File: config.mk
export PLATFORM = sky130hd
export DESIGN_NAME = dlga_front
export DESIGN_NICKNAME = d
export VERILOG_FILES = /design/src/rtl/dlga_pkg.sv /design/src/rtl/dlga_front.sv
export SDC_FILE = /design/constraint.sdc
export NUM_CORES = 1
export LEC_CHECK = 0
export ABC_AREA = 1
export BUFFER_PORTS_ARGS = -buffer_cell sky130_fd_sc_hd__buf_2
export CELL_PAD_IN_SITES_DETAIL_PLACEMENT = 1
export CELL_PAD_IN_SITES_GLOBAL_PLACEMENT = 1
export CORE_ASPECT_RATIO = 1.75
export CORE_UTILIZATION = 25
export CTS_CLUSTER_SIZE = 20
export DETAILED_ROUTE_END_ITERATION = 10
export PLACE_DENSITY_LB_ADDON = 0.1
export SLEW_MARGIN = 20
export SYNTH_ARGS = -nofsm -noshare
export SYNTH_HDL_FRONTEND = slang
export SYNTH_SLANG_ARGS = --single-unit
File: constraint.sdc
create_clock -name clk -period 5.7 [get_ports clk]
set_clock_uncertainty 0.05 [all_clocks]
set_input_delay 1.14 -clock clk [delete_from_list [all_inputs] [get_ports clk]]
set_output_delay 1.14 -clock clk [all_outputs]
set_load 0.01 [all_outputs]
File: src/rtl/dlga_pkg.sv
// shared types and constants of the dense layer gradient accumulator
package dlga_pkg;

  // input word kinds
  localparam logic [1:0] KIND_LOAD  = 2'd0;
  localparam logic [1:0] KIND_ERROR = 2'd1;
  localparam logic [1:0] KIND_READ  = 2'd2;
  localparam logic [1:0] KIND_CLEAR = 2'd3;

  // register indexes of the configuration port
  localparam logic [1:0] REG_INPUT_COUNT  = 2'd0;
  localparam logic [1:0] REG_OUTPUT_COUNT = 2'd1;
  localparam logic [1:0] REG_USE_BIAS     = 2'd2;

  localparam int VALUE_W     = 16;
  localparam int PROD_W      = 32;
  localparam int BIAS_SHIFT  = 12;
  localparam int QUEUE_DEPTH = 2;

  // decoded operation handed from front to back
  typedef enum logic [2:0] {
    OP_NONE,
    OP_LOAD,
    OP_ERROR,
    OP_READ_W,
    OP_READ_B,
    OP_CLEAR
  } op_t;

  typedef struct packed {
    op_t                       op;
    logic                      last;
    logic signed [VALUE_W-1:0] value;
  } cmd_t;

endpackage

File: src/rtl/dlga_front.sv
// front end: accepts input words, classifies them and queues commands
module dlga_front
  import dlga_pkg::*;
#(
  parameter int MAX_INPUTS  = 64,
  parameter int MAX_OUTPUTS = 64,
  parameter int IDX_W       = 6,
  parameter int COL_W       = 7,
  parameter int OCW         = 7,
  parameter int RB          = 6,
  parameter int CB          = 6
) (
  input  logic                      clk,
  input  logic                      rst,
  input  logic                      in_valid,
  output logic                      in_ready,
  input  logic [1:0]                kind,
  input  logic [IDX_W-1:0]          index,
  input  logic [COL_W-1:0]          column,
  input  logic signed [VALUE_W-1:0] value,
  input  logic                      last_in_batch,
  input  logic [OCW-1:0]            output_count,
  output logic                      cmd_valid,
  input  logic                      cmd_ready,
  output cmd_t                      cmd,
  output logic [RB-1:0]             cmd_row,
  output logic [CB-1:0]             cmd_col
);

  localparam int CMP_W = ((IDX_W > COL_W) ? ((IDX_W > OCW) ? IDX_W : OCW)
                                          : ((COL_W > OCW) ? COL_W : OCW)) + 1;
  localparam int PTR_W = (QUEUE_DEPTH > 1) ? $clog2(QUEUE_DEPTH) : 1;
  localparam int CNT_W = $clog2(QUEUE_DEPTH + 1);

  cmd_t          cls;
  logic [RB-1:0] cls_row;
  logic [CB-1:0] cls_col;
  logic [CMP_W-1:0] idx_x;
  logic [CMP_W-1:0] col_x;

  cmd_t          q_cmd [QUEUE_DEPTH];
  logic [RB-1:0] q_row [QUEUE_DEPTH];
  logic [CB-1:0] q_col [QUEUE_DEPTH];
  logic [PTR_W-1:0] wr_ptr;
  logic [PTR_W-1:0] rd_ptr;
  logic [CNT_W-1:0] count;
  logic push;
  logic pop;

  // classify the incoming word
  always_comb begin
    idx_x     = CMP_W'(index);
    col_x     = CMP_W'(column);
    cls.op    = OP_NONE;
    cls.last  = 1'b0;
    cls.value = value;
    cls_row   = index[RB-1:0];
    cls_col   = column[CB-1:0];
    case (kind)
      KIND_LOAD: begin
        cls_col = index[CB-1:0];
        if (idx_x < CMP_W'(MAX_INPUTS)) cls.op = OP_LOAD;
      end
      KIND_ERROR: begin
        cls.last = last_in_batch;
        if (idx_x < CMP_W'(output_count) && idx_x < CMP_W'(MAX_OUTPUTS)) cls.op = OP_ERROR;
      end
      KIND_READ: begin
        if (idx_x < CMP_W'(MAX_OUTPUTS)) begin
          if (col_x < CMP_W'(MAX_INPUTS)) cls.op = OP_READ_W;
          else if (col_x == CMP_W'(MAX_INPUTS)) cls.op = OP_READ_B;
        end
      end
      KIND_CLEAR: cls.op = OP_CLEAR;
      default: cls.op = OP_NONE;
    endcase
  end

  assign in_ready  = (count != CNT_W'(QUEUE_DEPTH));
  assign cmd_valid = (count != '0);
  assign push      = in_valid && in_ready;
  assign pop       = cmd_valid && cmd_ready;
  assign cmd       = q_cmd[rd_ptr];
  assign cmd_row   = q_row[rd_ptr];
  assign cmd_col   = q_col[rd_ptr];

  always_ff @(posedge clk) begin
    if (push) begin
      q_cmd[wr_ptr] <= cls;
      q_row[wr_ptr] <= cls_row;
      q_col[wr_ptr] <= cls_col;
    end
  end

  always_ff @(posedge clk) begin
    if (rst) begin
      wr_ptr <= '0;
      rd_ptr <= '0;
      count  <= '0;
    end else begin
      if (push) wr_ptr <= (wr_ptr == PTR_W'(QUEUE_DEPTH - 1)) ? '0 : wr_ptr + 1'b1;
      if (pop)  rd_ptr <= (rd_ptr == PTR_W'(QUEUE_DEPTH - 1)) ? '0 : rd_ptr + 1'b1;
      if (push && !pop)      count <= count + 1'b1;
      else if (pop && !push) count <= count - 1'b1;
    end
  end

endmodule

==> results.toml <==
[place]
hpwl_mm = 4.15
place_inst = 407
gp_congestion = 0.681
io_buffers = 76

[setup_path]
cp-start-kind = "register"
cp_max_fo = 32
path_cells = "mux2_2 > buf_2"
regToRegSetupSlack_ns = 4.02
worstSetupPathType = "reg -> out"
critPathArrivalTime_ns = 1.65
cpMaxStageDelayCell = "dfxtp_4"
cpPeakStageDelay_ns = 0.77
worst_setup_path_end_kind = "output pin"
timing.rr.start = "count[0]$_SDFFE_PP0P_"
worstReg2RegEnd = "q_cmd[0][1]$_DFFE_PP_"
crit_required_ns = 4.51
reg2reg_depth = 5

[clocking]
clkLatencyLatePin_ns = 0.33
ctsLongestPathBuffers = 2
post_cts_buffers = 0
cts_root_buf = "clkbuf_16"
htreeDepth = 3
post_cts_resized = 0
clock_sinks = 69
cts_inserted_buffers = 9
cts_tree = "done"
hold_buffers = 0
cts.reportedPaths.clkPinSlew_ns = 0.05

[floorplan]
dieArea_um2 = 12500
start_util = 0.258
row_count = 52
io_pins = 77
core_area_um2 = 11600
fp.dieW_um = 84.9
fp.dieH_um = 147

[timing]
setup_viol_count_final = 0
period_share = 0.498
slew_headroom = 0.562
grt_setup_unrepaired = "no"
period_needed_ns = 2.84
hold_violations = 0
tightestPinTransition_ns = 0.657
clock.fmax_mhz = 352
drv_slew = 0
setup_tns_ns = 0

[cells_and_area]
syn_to_final_growth_pct = 28.9
layout-drive-gt1-share = 0.445
mostFrequentLayoutCell = "buf_2"
antenna_cells = 0
final_nets = 334
final_cell_mix = "76 x buf_2, 64 x edfxtp_1, 38 x nand2_1, 30 x mux2_4, 23 x inv_1"
layout.cells.non_filler = 425

[min_path]
hp-class = "reg -> reg"
hold_depth = 2
holdCritStartpoint = "rd_ptr$_SDFFE_PP0P_"

[pwr]
p_leak_nw = 1.65
power.density_nw_per_um2 = 430
ir_drop_uv = 179

[route]
wl_mm = 6.08
avgRoutedWirePerCell_um = 14.3
detail-route-antenna-nets = 0
drc = 4
viasPerCell = 4.12
drt_iter0_drc = 48
first_pass_iters = 9
vias = 1750

[yosys]
synthXorXnorAreaFrac = 0
synth-seq-area-share = 0.673
syn_nets = 249
yosys.area_share.simple = 0.0787
synth_compound_area_frac = 0.0133
synth_area_um2 = 3000
ys_ff_latch = 69
ys.flop_type = "edfxtp_1"
synthAdderAreaFrac = 0.0250
ys_types = 16
synth_cells = 200
avgSynthCellArea_um2 = 15.0
synth_edf_count = 64
synth_top_family_by_area = "multiplexers"
yosysWarningCount = 0
synth.area.mux_share = 0.157
async_flop_share = 0

[grt]
antenna_found_initial = 0
grt_pass1_vias = 1962
overflow = 0
grt_pass1_wl_mm = 9.67
grt_usage = 0.108
grt_max_degree = 34

[job]
drv_cap = 0

[status]
status = "finished, violations left"
failed_checks = "DRC"
==> state kept, by name, indices dropped and copies added (netlist names), named ones only <==
| register | flops |
|---|---|
| count | 2 |
| q_cmd | 40 |
| q_col | 12 |
| q_row | 12 |
| rd_ptr | 1 |
| wr_ptr | 1 |
==> final cells by class <==
type	instances	area, µm²
Clock buffer	9	225
Clock inverter	7	90.1
Fill cell	1257	7770
Inverter	23	86.3
Multi-Input combinational cell	104	840
Sequential cell	69	2030
Tap cell	135	169
Timing Repair Buffer	78	435
==> how the worst max path moves through the flow <==
stage | slack, ns | startpoint | cells after the start | endpoint
4_1_cts | 2.79 | register | 2 | cmd_col[5]
2_1_floorplan | 2.62 | in_valid | 2 | q_cmd[1][0]$_DFFE_PP_
3_5_place_dp | 2.95 | in_valid | 3 | q_cmd[0][7]$_DFFE_PP_
5_1_grt | 2.76 | register | 2 | cmd_col[5]
6_report | 2.86 | register | 2 | cmd_col[5]
3_3_place_gp | 2.80 | register | 2 | cmd_col[5]
==> critical path, delay by kind of cell (launching register included) <==
family   cells  cell delay [ns]
mux          1             0.40
buf+inv      1             0.14
flops        1             0.77
==> kinds of logic (layout without fill, tap and decap cells) <==
family                   after synthesis  in the layout
AO/OA/AOI/OAI                          8              8
adder cells (fa/ha/maj)                6              6
multiplexers                          32             32
AND/OR/NAND/NOR                       58             58
buffers and inverters                 27            117
flip-flops                            69             69
==> synth_stat cells (3+ instances only) <==
master / number / area, µm²
edfxtp_1: 64 / 1920
a21oi_1: 3 / 15.0
nor2_1: 12 / 45.0
nor3_1: 3 / 15.0
o21ai_0: 5 / 25.0
inv_1: 23 / 86.3
dfxtp_1: 5 / 100
buf_12: 3 / 60.1
ha_1: 6 / 75.1
mux2_4: 30 / 450
nand3_1: 3 / 15.0
nand2_1: 38 / 143
==> metrics by stage <==
stage / worst slack [ns] / utilization / hold WS [ns] / power [mW] / area [µm²]
floorplan: 2.62 / - / 0.415 / 0.969 / 3000
global placement: 2.80 / 0.300 / 0.433 / 1.09 / 3500
detailed placement: 2.95 / 0.301 / 0.442 / 1.09 / 3500
CTS: 2.79 / 0.328 / 0.449 / 1.69 / 3820
global route: 2.76 / 0.332 / 0.506 / 1.76 / 3870
finish: 2.86 / 0.332 / 0.466 / 1.67 / 3870
==> metal layers <==
metal  global-route usage  part of all wire  wire length, µm
met1                0.105              0.37             2250
met2                0.200              0.56             3420
met3               0.0230             0.042              256
met4               0.0712             0.024              147
met5                    0                 0                0
==> power by group <==
part           leakage (nW)  switching (mW)  internal [mW]  total (mW)
logic                 0.853           0.181          0.202       0.383
registers             0.641          0.0558          0.645       0.701
clock network         0.153           0.201          0.380       0.581
Note: power is estimated with default switching activity, not from simulation.
